==> config.mk <==
export PLATFORM = sky130hd
export DESIGN_NAME = newline_line_extractor
export DESIGN_NICKNAME = d
export VERILOG_FILES = /design/src/rtl/nle_pkg.sv /design/src/rtl/nle_rsp_buf.sv /design/src/rtl/newline_line_extractor.sv
export SDC_FILE = /design/constraint.sdc
export NUM_CORES = 1
export LEC_CHECK = 0
export BUFFER_PORTS_ARGS = -buffer_cell sky130_fd_sc_hd__clkbuf_2
export CAP_MARGIN = 20
export CORE_MARGIN = 1
export CORE_UTILIZATION = 55
export CTS_BUF_LIST = sky130_fd_sc_hd__clkbuf_4
export DETAILED_ROUTE_END_ITERATION = 7
export PLACE_DENSITY = 0.8
export SLEW_MARGIN = 20
export SYNTH_ARGS = -nofsm -noshare
export SYNTH_HDL_FRONTEND = slang
export SYNTH_SLANG_ARGS = --single-unit
==> constraint.sdc <==
create_clock -name clock -period 4 [get_ports clock]
set_input_delay 0.4 -clock clock [delete_from_list [all_inputs] [get_ports clock]]
set_output_delay 0.4 -clock clock [all_outputs]
set_load 0.02 [all_outputs]
==> src/rtl/nle_pkg.sv <==
`default_nettype none

package nle_pkg;

   localparam int LINE_DEPTH = 64;
   localparam int ADDR_W     = $clog2(LINE_DEPTH);
   localparam int CNT_W      = $clog2(LINE_DEPTH + 1);
   localparam int BYTE_W     = 8;
   localparam int LEN_W      = 7;
   localparam int CSR_ADDR_W = 3;
   localparam int CSR_DATA_W = 32;

   localparam logic [BYTE_W-1:0] CHAR_NEWLINE = 8'd10;
   localparam logic [BYTE_W-1:0] CHAR_SPACE   = 8'd32;

   localparam logic [LEN_W-1:0] MAX_LINE_RESET = 7'd65;

   // register index taken from paddr[2]
   localparam logic REG_MAX_LINE_BYTES = 1'b0;

   typedef struct packed {
      logic [BYTE_W-1:0] line_byte;
      logic              last_of_line;
   } rsp_entry_type;

   typedef struct packed {
      logic [1:0] count;
      logic       pop;
   } buf_status_type;

   typedef enum logic [1:0] {
      ST_IDLE = 2'b01,
      ST_EMIT = 2'b10
   } state_type;

endpackage

`default_nettype wire

==> src/rtl/nle_rsp_buf.sv <==
`default_nettype none

module nle_rsp_buf (
   input  wire logic                  clock,
   input  wire logic                  reset,
   input  wire logic                  push,
   input  wire nle_pkg::rsp_entry_type push_data,
   input  wire logic                  rsp_ready,
   output logic                       rsp_valid,
   output nle_pkg::rsp_entry_type     head,
   output nle_pkg::buf_status_type    status
);
   import nle_pkg::*;

   rsp_entry_type head_ff, head_in;
   rsp_entry_type spare_ff, spare_in;
   logic [1:0]    count_ff, count_in;
   logic          pop;

   assign rsp_valid = (count_ff != 2'd0);
   assign pop       = rsp_valid && rsp_ready;
   assign head      = head_ff;
   assign status    = '{count: count_ff, pop: pop};

   always_comb begin
      head_in  = head_ff;
      spare_in = spare_ff;
      count_in = count_ff;
      if (push && pop) begin
         if (count_ff == 2'd2) begin
            head_in  = spare_ff;
            spare_in = push_data;
         end else begin
            head_in = push_data;
         end
      end else if (push) begin
         if (count_ff == 2'd0) begin
            head_in = push_data;
         end else begin
            spare_in = push_data;
         end
         count_in = count_ff + 2'd1;
      end else if (pop) begin
         head_in  = spare_ff;
         count_in = count_ff - 2'd1;
      end
   end

   always_ff @(posedge clock) begin
      head_ff  <= head_in;
      spare_ff <= spare_in;
      if (reset) begin
         count_ff <= 2'd0;
      end else begin
         count_ff <= count_in;
      end
   end

endmodule

`default_nettype wire

==> src/rtl/newline_line_extractor.sv <==
`default_nettype none
// Newline line extractor.
// Input beats on req_* carry one received byte each. Leading spaces of a
// line are dropped; every other byte, the newline included, goes into a
// 64-entry line memory. At a newline the line is read back from memory and
// sent out on rsp_*, one beat per byte, the newline last with
// rsp_last_of_line set and rsp_line_length on every beat. A line longer
// than max_line_bytes - 1 bytes, or longer than the memory, is dropped.
// max_line_bytes is written through the APB port at byte address 0.
// Rate: req_ready is high while no line is being read out, so bytes are
// taken one per cycle. Between the accepting edge of a newline that emits
// a line and its first valid beat lie the state register, the memory read
// register and the 2-entry output buffer; the rest follow one per cycle
// while rsp_ready is high. Input is blocked until the buffer has drained.
// When rsp_ready is low, reads stop once the output buffer is full and
// resume when it drains; nothing is lost.
// Reset (synchronous) empties the line, clears the output buffer and sets
// max_line_bytes to 65. The memory contents are not cleared.
module newline_line_extractor (
   input  wire logic                              clock,
   input  wire logic                              reset,
   input  wire logic                              req_valid,
   output logic                                   req_ready,
   input  wire logic [7:0]                        req_received_byte,
   output logic                                   rsp_valid,
   input  wire logic                              rsp_ready,
   output logic [7:0]                             rsp_line_byte,
   output logic                                   rsp_last_of_line,
   output logic [6:0]                             rsp_line_length,
   input  wire logic                              psel,
   input  wire logic                              penable,
   input  wire logic                              pwrite,
   input  wire logic [nle_pkg::CSR_ADDR_W-1:0]    paddr,
   input  wire logic [nle_pkg::CSR_DATA_W-1:0]    pwdata,
   output logic [nle_pkg::CSR_DATA_W-1:0]         prdata,
   output logic                                   pready
);
   import nle_pkg::*;

   state_type        state_ff, state_in;
   logic [CNT_W-1:0] count_ff, count_in;
   logic             skip_ff, skip_in;
   logic             ovf_ff, ovf_in;
   logic [LEN_W-1:0] max_ff, max_in;
   logic [CNT_W-1:0] emit_len_ff, emit_len_in;
   logic [CNT_W-1:0] rd_idx_ff, rd_idx_in;
   logic             rd_pend_ff, rd_pend_in;
   logic             rd_last_ff, rd_last_in;
   logic [BYTE_W-1:0] rd_data_ff;

   logic [BYTE_W-1:0] line_mem [LINE_DEPTH];

   logic             accept;
   logic             keep;
   logic             mem_we;
   logic             store_full;
   logic [CNT_W-1:0] count_nl;
   logic             ovf_nl;
   logic             fits;
   logic             rd_issue;
   logic [2:0]       occ_next;
   logic             csr_wr;

   rsp_entry_type    push_data;
   rsp_entry_type    head;
   buf_status_type   buf_status;

   assign pready    = 1'b1;
   assign csr_wr    = psel && penable && pwrite && pready;
   assign prdata    = (paddr[2] == REG_MAX_LINE_BYTES) ?
                      {{(CSR_DATA_W-LEN_W){1'b0}}, max_ff} : '0;

   assign req_ready = (state_ff == ST_IDLE);
   assign accept    = req_valid && req_ready;
   assign keep      = accept && !(skip_ff && req_received_byte == CHAR_SPACE);
   assign store_full = (count_ff == CNT_W'(LINE_DEPTH));
   assign mem_we    = keep && !store_full;
   assign count_nl  = store_full ? count_ff : count_ff + CNT_W'(1);
   assign ovf_nl    = ovf_ff || store_full;
   assign fits      = ({1'b0, count_nl} + (CNT_W+1)'(1)) <= (CNT_W+1)'(max_ff);

   // buffer occupancy after this cycle plus the read about to be issued
   assign occ_next  = 3'(buf_status.count) + 3'(rd_pend_ff) + 3'd1 - 3'(buf_status.pop);
   assign rd_issue  = (state_ff == ST_EMIT) && (rd_idx_ff != emit_len_ff) &&
                      (occ_next <= 3'd2);

   always_comb begin
      state_in    = state_ff;
      count_in    = count_ff;
      skip_in     = skip_ff;
      ovf_in      = ovf_ff;
      max_in      = max_ff;
      emit_len_in = emit_len_ff;
      rd_idx_in   = rd_idx_ff;
      rd_pend_in  = rd_issue;
      rd_last_in  = rd_last_ff;

      if (csr_wr && paddr[2] == REG_MAX_LINE_BYTES) begin
         max_in = pwdata[LEN_W-1:0];
      end

      if (keep) begin
         skip_in  = 1'b0;
         count_in = count_nl;
         ovf_in   = ovf_nl;
         if (req_received_byte == CHAR_NEWLINE) begin
            count_in = '0;
            skip_in  = 1'b1;
            ovf_in   = 1'b0;
            if (!ovf_nl && fits) begin
               state_in    = ST_EMIT;
               emit_len_in = count_nl;
               rd_idx_in   = '0;
            end
         end
      end

      if (rd_issue) begin
         rd_idx_in  = rd_idx_ff + CNT_W'(1);
         rd_last_in = (rd_idx_ff + CNT_W'(1) == emit_len_ff);
      end

      unique case (state_ff)
         ST_IDLE: begin
         end
         ST_EMIT: begin
            if (rd_idx_ff == emit_len_ff && !rd_pend_ff &&
                buf_status.count == 2'd0) begin
               state_in = ST_IDLE;
            end
         end
         default: state_in = ST_IDLE;
      endcase
   end

   always_ff @(posedge clock) begin
      if (mem_we) begin
         line_mem[count_ff[ADDR_W-1:0]] <= req_received_byte;
      end
      if (rd_issue) begin
         rd_data_ff <= line_mem[rd_idx_ff[ADDR_W-1:0]];
      end
   end

   always_ff @(posedge clock) begin
      emit_len_ff <= emit_len_in;
      rd_idx_ff   <= rd_idx_in;
      rd_last_ff  <= rd_last_in;
      if (reset) begin
         state_ff   <= ST_IDLE;
         count_ff   <= '0;
         skip_ff    <= 1'b1;
         ovf_ff     <= 1'b0;
         max_ff     <= MAX_LINE_RESET;
         rd_pend_ff <= 1'b0;
      end else begin
         state_ff   <= state_in;
         count_ff   <= count_in;
         skip_ff    <= skip_in;
         ovf_ff     <= ovf_in;
         max_ff     <= max_in;
         rd_pend_ff <= rd_pend_in;
      end
   end

   assign push_data = '{line_byte: rd_data_ff, last_of_line: rd_last_ff};

   nle_rsp_buf u_rsp_buf (
      .clock     (clock),
      .reset     (reset),
      .push      (rd_pend_ff),
      .push_data (push_data),
      .rsp_ready (rsp_ready),
      .rsp_valid (rsp_valid),
      .head      (head),
      .status    (buf_status)
   );

   assign rsp_line_byte    = head.line_byte;
   assign rsp_last_of_line = head.last_of_line;
   assign rsp_line_length  = LEN_W'(emit_len_ff);

   a_no_read_while_idle: assert property (@(posedge clock) disable iff (reset)
      req_ready |-> !rd_pend_ff && !rsp_valid)
      else $error("read or beat pending while input open");

   a_buf_no_overrun: assert property (@(posedge clock) disable iff (reset)
      !(rd_pend_ff && !buf_status.pop && buf_status.count == 2'd2))
      else $error("output buffer overrun");

   a_count_bound: assert property (@(posedge clock) disable iff (reset)
      count_ff <= CNT_W'(LINE_DEPTH))
      else $error("stored count beyond line depth");

   a_len_nonzero: assert property (@(posedge clock) disable iff (reset)
      rsp_valid |-> rsp_line_length != '0 && rd_idx_ff <= emit_len_ff)
      else $error("bad line length during readout");

endmodule

`default_nettype wire

==> results of run 1 <==
power breakdown:
part,total (mW),internal [mW],leakage [nW],switching [mW]
registers,6.61,6.60,5.16,0.0106
logic,0.266,0.0603,2.26,0.205
clock network,4.91,2.64,1.06,2.26
sequential cells by signal, summed over array words and instances (netlist names):
name / flops
line_mem: 512
count_ff: 7
state_ff: 2
rd_data_ff: 8
rd_pend_ff: 1
rsp_line_length: 7
u_rsp_buf.spare_ff: 9
u_rsp_buf.head: 9
rd_idx_ff: 7
u_rsp_buf.count_ff: 2
skip_ff: 1
rd_last_ff: 1
max_ff: 7
ovf_ff: 1
placed cells by master, fill, tap and decap left out, drive strengths merged, types with 16 or more instances in the layout:
master / count
a21oi: 32
edfxtp: 553
mux4: 126
ha: 17
buf: 48
clkbuf: 250
dfxtp: 21
o21ai: 17
xor2: 16
clkinv: 25
nor2: 107
nand3: 21
inv: 20
xnor2: 16
nand2: 46
a22oi: 33
conb: 26
metrics by stage:
stage	power, mW	hold slack (ns)	utilization, %	area, um2
global route	12.2	0.0815	63.0	26000
finish	11.8	0.0877	63.0	26000
detailed placement	7.00	0.435	58.5	24100
floorplan	6.86	0.422	-	23200
global placement	6.98	0.436	58.5	24100
CTS	11.9	0.0489	63.0	26000
logic make-up after synthesis:
kind of cell / count (synthesis) / synth area share, %
AO/OA/AOI/OAI: 120 / 3.47
XOR/XNOR: 32 / 1.21
adder cells (fa/ha/maj): 18 / 1.01
buffers and inverters: 108 / 2.27
flip-flops: 574 / 73.5
multiplexers: 152 / 13.5
other: 2 / 0.0324
AND/OR/NAND/NOR: 246 / 5.01
layout make-up:
cell class | instances | share of cell area, %
Timing Repair Buffer | 102 | 2.76
Tap cell | 532 | 2.56
Clock buffer | 203 | 5.87
Antenna cell | 2 | 0.0193
Inverter | 18 | 0.260
Multi-Input combinational cell | 594 | 21.9
Sequential cell | 574 | 65.6
Clock inverter | 35 | 1.06
worst max-delay path, stage by stage (launching register included):
cell,delay [ns]
dfxtp_1,0.47
inv_1,0.15
ha_1,0.21
and3b_1,0.18
a21oi_1,0.49
and4_1,0.36
xor2_1,0.19
ha_1,0.28
nand4_1,0.14
o21bai_1,0.13
a31oi_1,0.15
a311oi_4,0.24
or2_1,0.34
worst paths after layout:
path | start | end | slack, ns
setup / recovery | count_ff[0]$_SDFFE_PP0P_ | rd_idx_ff[1]$_SDFFCE_PN0P_ | 0.31
hold / removal | reset | count_ff[0]$_SDFFE_PP0P_ | 0.09
setup reg to reg | count_ff[0]$_SDFFE_PP0P_ | rd_idx_ff[1]$_SDFFCE_PN0P_ | 0.31
hold reg to reg | rd_data_ff[6]$_DFFE_PP_ | u_rsp_buf.spare_ff[7]$_DFFE_PP_ | 0.45
per-layer routing:
layer / global-route usage, % / share of wire (%)
met1: 32.5 / 38
met2: 39.0 / 49
met3: 6.34 / 9.5
met4: 11.7 / 3.6
met5: 0 / 0.052
==> impl_results.md, run 1 <==
- Outcome: finished, violations left
- Failing checks: design-rule violations
- Cell count after synthesis: 1252
- Seq/Total Area, Yosys: 73.5%
- Top Ports: a little over 100
- Yosys reg bits: ~570
- Power Density: approximately 450 nW/um2
- Fin. max-slew vios: 0
- Fmax: about 0.27 GHz
- Worst VDD drop: 0.226 mV
- Drt via density: just over 6
- Site Rows: 74
- Post-CTS Hold Buffers: 7
- Most frequent cell after synthesis: edfxtp_1
- Post-DRT Antenna Nets: 0
- Post-synth top area share: roughly 72%
- R2r worst-path depth: 12
- Pre-antenna DRT Iters: 8
- Post-CTS sizing: 0
- Antenna violations before repair: 4
- Area of the multi-input gates: 5690 um2
- Core area: slightly above 40000 um2
- Final Hold Viols: 0
- Via Count: 12650
- Dpl cells: about 1800
- Sequential cell area: roughly 17000 um2
- Initial DRC count: between 1000 and 1500
- Synth area leaders: edfxtp_1 72%, mux4_2 12%, dfxtp_1 1.8%
- Die Ht: around 210 um
- CP arrival: about 4.2 ns
- Synth async-reset ratio: 0%
- Number of enable flip-flop cells after synthesis: 553
- Worst hold path type: input port to flip-flop
- Die X: between 200 and 250 um
- Critical path capture point type: flip-flop
- Gr ovfl total: 0
- Post-synth top flop: edfxtp_1
- Period utilization: approximately 90%
- Worst Path Required: 4.47 ns
- RSZ-0062 raised after global routing: no
- Post-Syn Area per Cell: approximately 18 um2
- Critical path type: flip-flop to flip-flop
- Hold depth: 2
- Setup TNS: 0 ns
- Library cells used by synthesis: 60
- Worst setup margin: approximately 0.31 ns
- Drt total wl: just over 50000 um
- Post-CTS Setup Bufs: 0
- Max-Cap Viols: 0
- Pin count of the biggest net entering global routing: just under 100
- Clock Latency Late Sink: between 0.8 and 0.9 ns
- Share of cells above drive strength 1: between 30% and 40%
- Crit path time final: between 3 and 4 ns
- Final RePlAce weighted congestion: ~0.9
- Synth cell count leaders: 553 x edfxtp_1, 126 x mux4_2, 107 x nor2_1
- Post-route DRC violation count: 1
- Worst slew pin tran: roughly 1.1 ns
- Clock slew seen by the registers of the worst setup and hold paths: ~0.07 ns
- Post-DP HPWL: ~31000 um
- Initial Util: 56.2%
- # setup viols final: 0
- Layout Cells excl Fill: 2060
- Nets@finish: about 1500
- Rel. slew slack: between 20 and 30%
- I/O Buffers: between 40 and 50
- Wire length per cell: 25.1 um
- CP Launch Type: flip-flop
- Vias in the first global route: 12846
- First-pass GRT wire length: ~78000 um
- Fillers: ~2700
- Ys Warns: 0
- Clk root buf: clkbuf_4
- Critical-path maximum fanout: 7
- TritonCTS Sinks: 574
- CTS tree: built
- Tot GR Track Use: 24.7%
- DP Worst Slack: around 0.39 ns
- Area Overhead vs Synth: 12.2%
- Leak Pwr: roughly 8.5 nW
- Total CTS buffers: roughly 140
- CTS H-tree depth: 4
- Clk buf depth: 3
- Yosys top cell by area: edfxtp_1
- Mapped cell area: 23200 um2
- Die area: 42900 um2
- Final clock skew: 0.0522 ns
Note: power is estimated with default switching activity, not from simulation.
==> run 2: changes to the inputs <==
--- a/config.mk
+++ b/config.mk
@@ -5,6 +5,7 @@
 export SDC_FILE = /design/constraint.sdc
 export NUM_CORES = 1
 export LEC_CHECK = 0
+export ABC_AREA = 1
 export BUFFER_PORTS_ARGS = -buffer_cell sky130_fd_sc_hd__clkbuf_2
 export CAP_MARGIN = 20
 export CORE_MARGIN = 1
==> impl_results.md, run 2 <==
- Outcome: finished, final reports clean
- Final Hold Viols: 0
- Initial DRC count: 1978
- Synth area leaders: edfxtp_1 68%, nand2_1 10%, nand3_1 8.4%
- Core area: about 43000 um2
- Period utilization: about four fifths
- Met3 Usage GRT: 6.13%
- Met1 global-route usage: approximately 34%
- TritonCTS Sinks: around 570
- Cell count after synthesis: about 2100
- Library cells used by synthesis: between 40 and 50
- Synth cell count leaders: 677 x nand2_1, 553 x edfxtp_1, 406 x nand3_1
- Post-DRT Antenna Nets: 0
- Initial Util: roughly 56%
- Final clock skew: ~0.043 ns
- Crit path time final: 3.19 ns
- CTS tree: built
- I/O Buffers: 47
- CP max stage cell: inv_1
- Antenna violations before repair: 2
- Die area: about 45000 um2
- Clock Latency Late Sink: approximately 0.8 ns
- Die X: 212 um
- Post-synth top flop: edfxtp_1
- Max stage delay on crit path: roughly 0.4 ns
- Seq/Total Area, Yosys: 70.0%
- # setup viols final: 0
- Pwr Total: 11.7 mW
- Pre-antenna DRT Iters: 6
- Critical path capture point type: flip-flop
- Share of cells above drive strength 1: between 10% and 20%
- Drt total wl: ~58000 um
- Fin. max-slew vios: 0
- Most frequent cell after synthesis: nand2_1
- Setup TNS: 0 ns
- Post-CTS Setup Bufs: 0
- Busiest layer in global routing: met2
- Top Ports: 101
- Clock slew seen by the registers of the worst setup and hold paths: around 0.070 ns
- Commonest non-fill, non-tap cell in the layout: nand2_1
- Final RePlAce weighted congestion: 0.928
- Yosys top cell by area: edfxtp_1
- Pin count of the biggest net entering global routing: approximately 270
- Post-route DRC violation count: 0
- Yosys reg bits: 574
- Final core area utilization: a little over 60%
- Drt via density: approximately 5.7
- Nets@finish: around 2300
- Tot GR Track Use: roughly a quarter
- Worst slew pin tran: approximately 1.1 ns
- Most frequent cells in the layout: 677 x nand2_1, 553 x edfxtp_1, 406 x nand3_1
- Area Overhead vs Synth: 9.80%
- Fillers: 3247
- Max FFs per register: a little over 500
- Via Count: 16725
- Leak Pwr: 9.82 nW
- Site Rows: 76
- RSZ-0062 raised after global routing: no
- Clk buf depth: 3
- Gr ovfl total: 0
- Worst hold path type: input port to flip-flop
- CP Launch Type: flip-flop
- Crit path top cell by count: nand2_1
- Post-synth top area share: between 60% and 70%
- Die Ht: ~210 um
- Number of enable flip-flop cells after synthesis: ~550
- Rel. slew slack: about a quarter
- CTS H-tree depth: 4
- Wire length per cell: 19.7 um
- Fmax: 0.313 GHz
- Worst VDD drop: 0.223 mV
- Ys Warns: 0
- Post-DP HPWL: 33300 um
- Vias in the first global route: ~16000
- Total CTS buffers: between 100 and 150
- Synth async-reset ratio: 0%
- Post-Syn Area per Cell: 11.4 um2
- CP arrival: 3.67 ns
- Critical path type: flip-flop to flip-flop
- Worst Path Required: 4.48 ns
- First-pass GRT wire length: a little under 90000 um
- Clk root buf: clkbuf_4
- Critical-path maximum fanout: 13
- Power Density: 437 nW/um2
- CP cell instances: inv_1 -> ha_1 -> nand3_1 -> nor2_4 -> xor2_2 -> xor2_1 -> ha_1 -> inv_1 -> o21bai_1 -> nand2_1 -> nand2_1 -> nand2_1 -> nand2_1 -> nand2_1 -> nand2_1 -> nand2_1 -> nand2_2 -> nand2_1
- Mapped cell area: 24300 um2
- GR Layer Usage met2: 41.5%
- Max-Cap Viols: 0
==> run 2: per-layer routing <==
| layer | up-vias | routed length [um] |
|---|---|---|
| li1 | 7685 | - |
| met1 | 7912 | 22200 |
| met2 | 981 | 27600 |
| met3 | 147 | 5770 |
| met4 | 0 | 1990 |
| met5 | - | 0 |
==> run 2: repair_timing <==
action / in CTS / in global routing
gates resized for setup: 0 / 0
hold buffers: 11 / 0
hold endpoints to repair: 15 / 0
==> run 2: worst max-delay path, delay by kind of cell (launching register included) <==
family	cells	cell delay, ns
AND/OR/NAND/NOR	11	1.09
AO/OA/AOI/OAI	1	0.05
XOR/XNOR	2	0.43
buffers and inverters	2	0.47
adder cells (fa/ha/maj)	2	0.50
flip-flops	1	0.34
==> run 2: cell type report <==
class                           count  area [um2]  share of cell area (%)
Clock inverter                     41         249                   0.933
Tap cell                          585         732                    2.74
Sequential cell                   574       17000                    63.8
Clock buffer                      200        1500                    5.62
Antenna cell                        1        2.50                 0.00937
Inverter                           68         262                   0.979
Multi-Input combinational cell   1378        6360                    23.8
Timing Repair Buffer               78         571                    2.14
==> run 2: kinds of logic (layout without fill, tap and decap cells) <==
family                     count (synthesis)  after routing  synth area share (%)
and+or+nand+nor                         1212           1212                  21.4
DFF                                      574            574                  70.0
buffers and inverters                    212            387                  4.21
AOI/OAI and AO/OA                         91             91                  2.14
xor gates and xnor gates                  22             22                 0.823
adders and majority gates                 18             18                 0.957
muxes                                      9              9                 0.417
other                                      2             27                0.0309
==> run 2: per-stage QoR <==
step / cell area (um2) / std cells / worst slack (ns) / hold WS (ns)
finish: 26700 / 2925 / 0.805 / 0.0772
global route: 26700 / 2925 / 0.511 / 0.0626
CTS: 26700 / 2924 / 0.774 / 0.0269
detailed placement: 24800 / 2672 / 0.749 / 0.439
global placement: 24800 / 2672 / 0.832 / 0.436
floorplan: 24400 / 2164 / 1.27 / 0.422
==> run 2: power breakdown <==
group | internal [mW] | switching [mW] | leakage [nW]
combinational | 0.0705 | 0.264 | 3.63
clock | 2.49 | 2.23 | 1.02
sequential | 6.61 | 0.0116 | 5.16
==> run 2: worst paths after layout <==
| kind | from | to | slack [ns] | depth (start not counted) |
|---|---|---|---|---|
| max | count_ff[0]$_SDFFE_PP0P_ | rd_idx_ff[6]$_SDFFCE_PN0P_ | 0.81 | 18 |
| min | rsp_ready | u_rsp_buf.count_ff[0]$_SDFFE_PP0P_ | 0.08 | 4 |
| max reg2reg | count_ff[0]$_SDFFE_PP0P_ | rd_idx_ff[6]$_SDFFCE_PN0P_ | 0.81 | 18 |
| min reg2reg | rd_data_ff[0]$_DFFE_PP_ | u_rsp_buf.spare_ff[1]$_DFFE_PP_ | 0.45 | 0 |
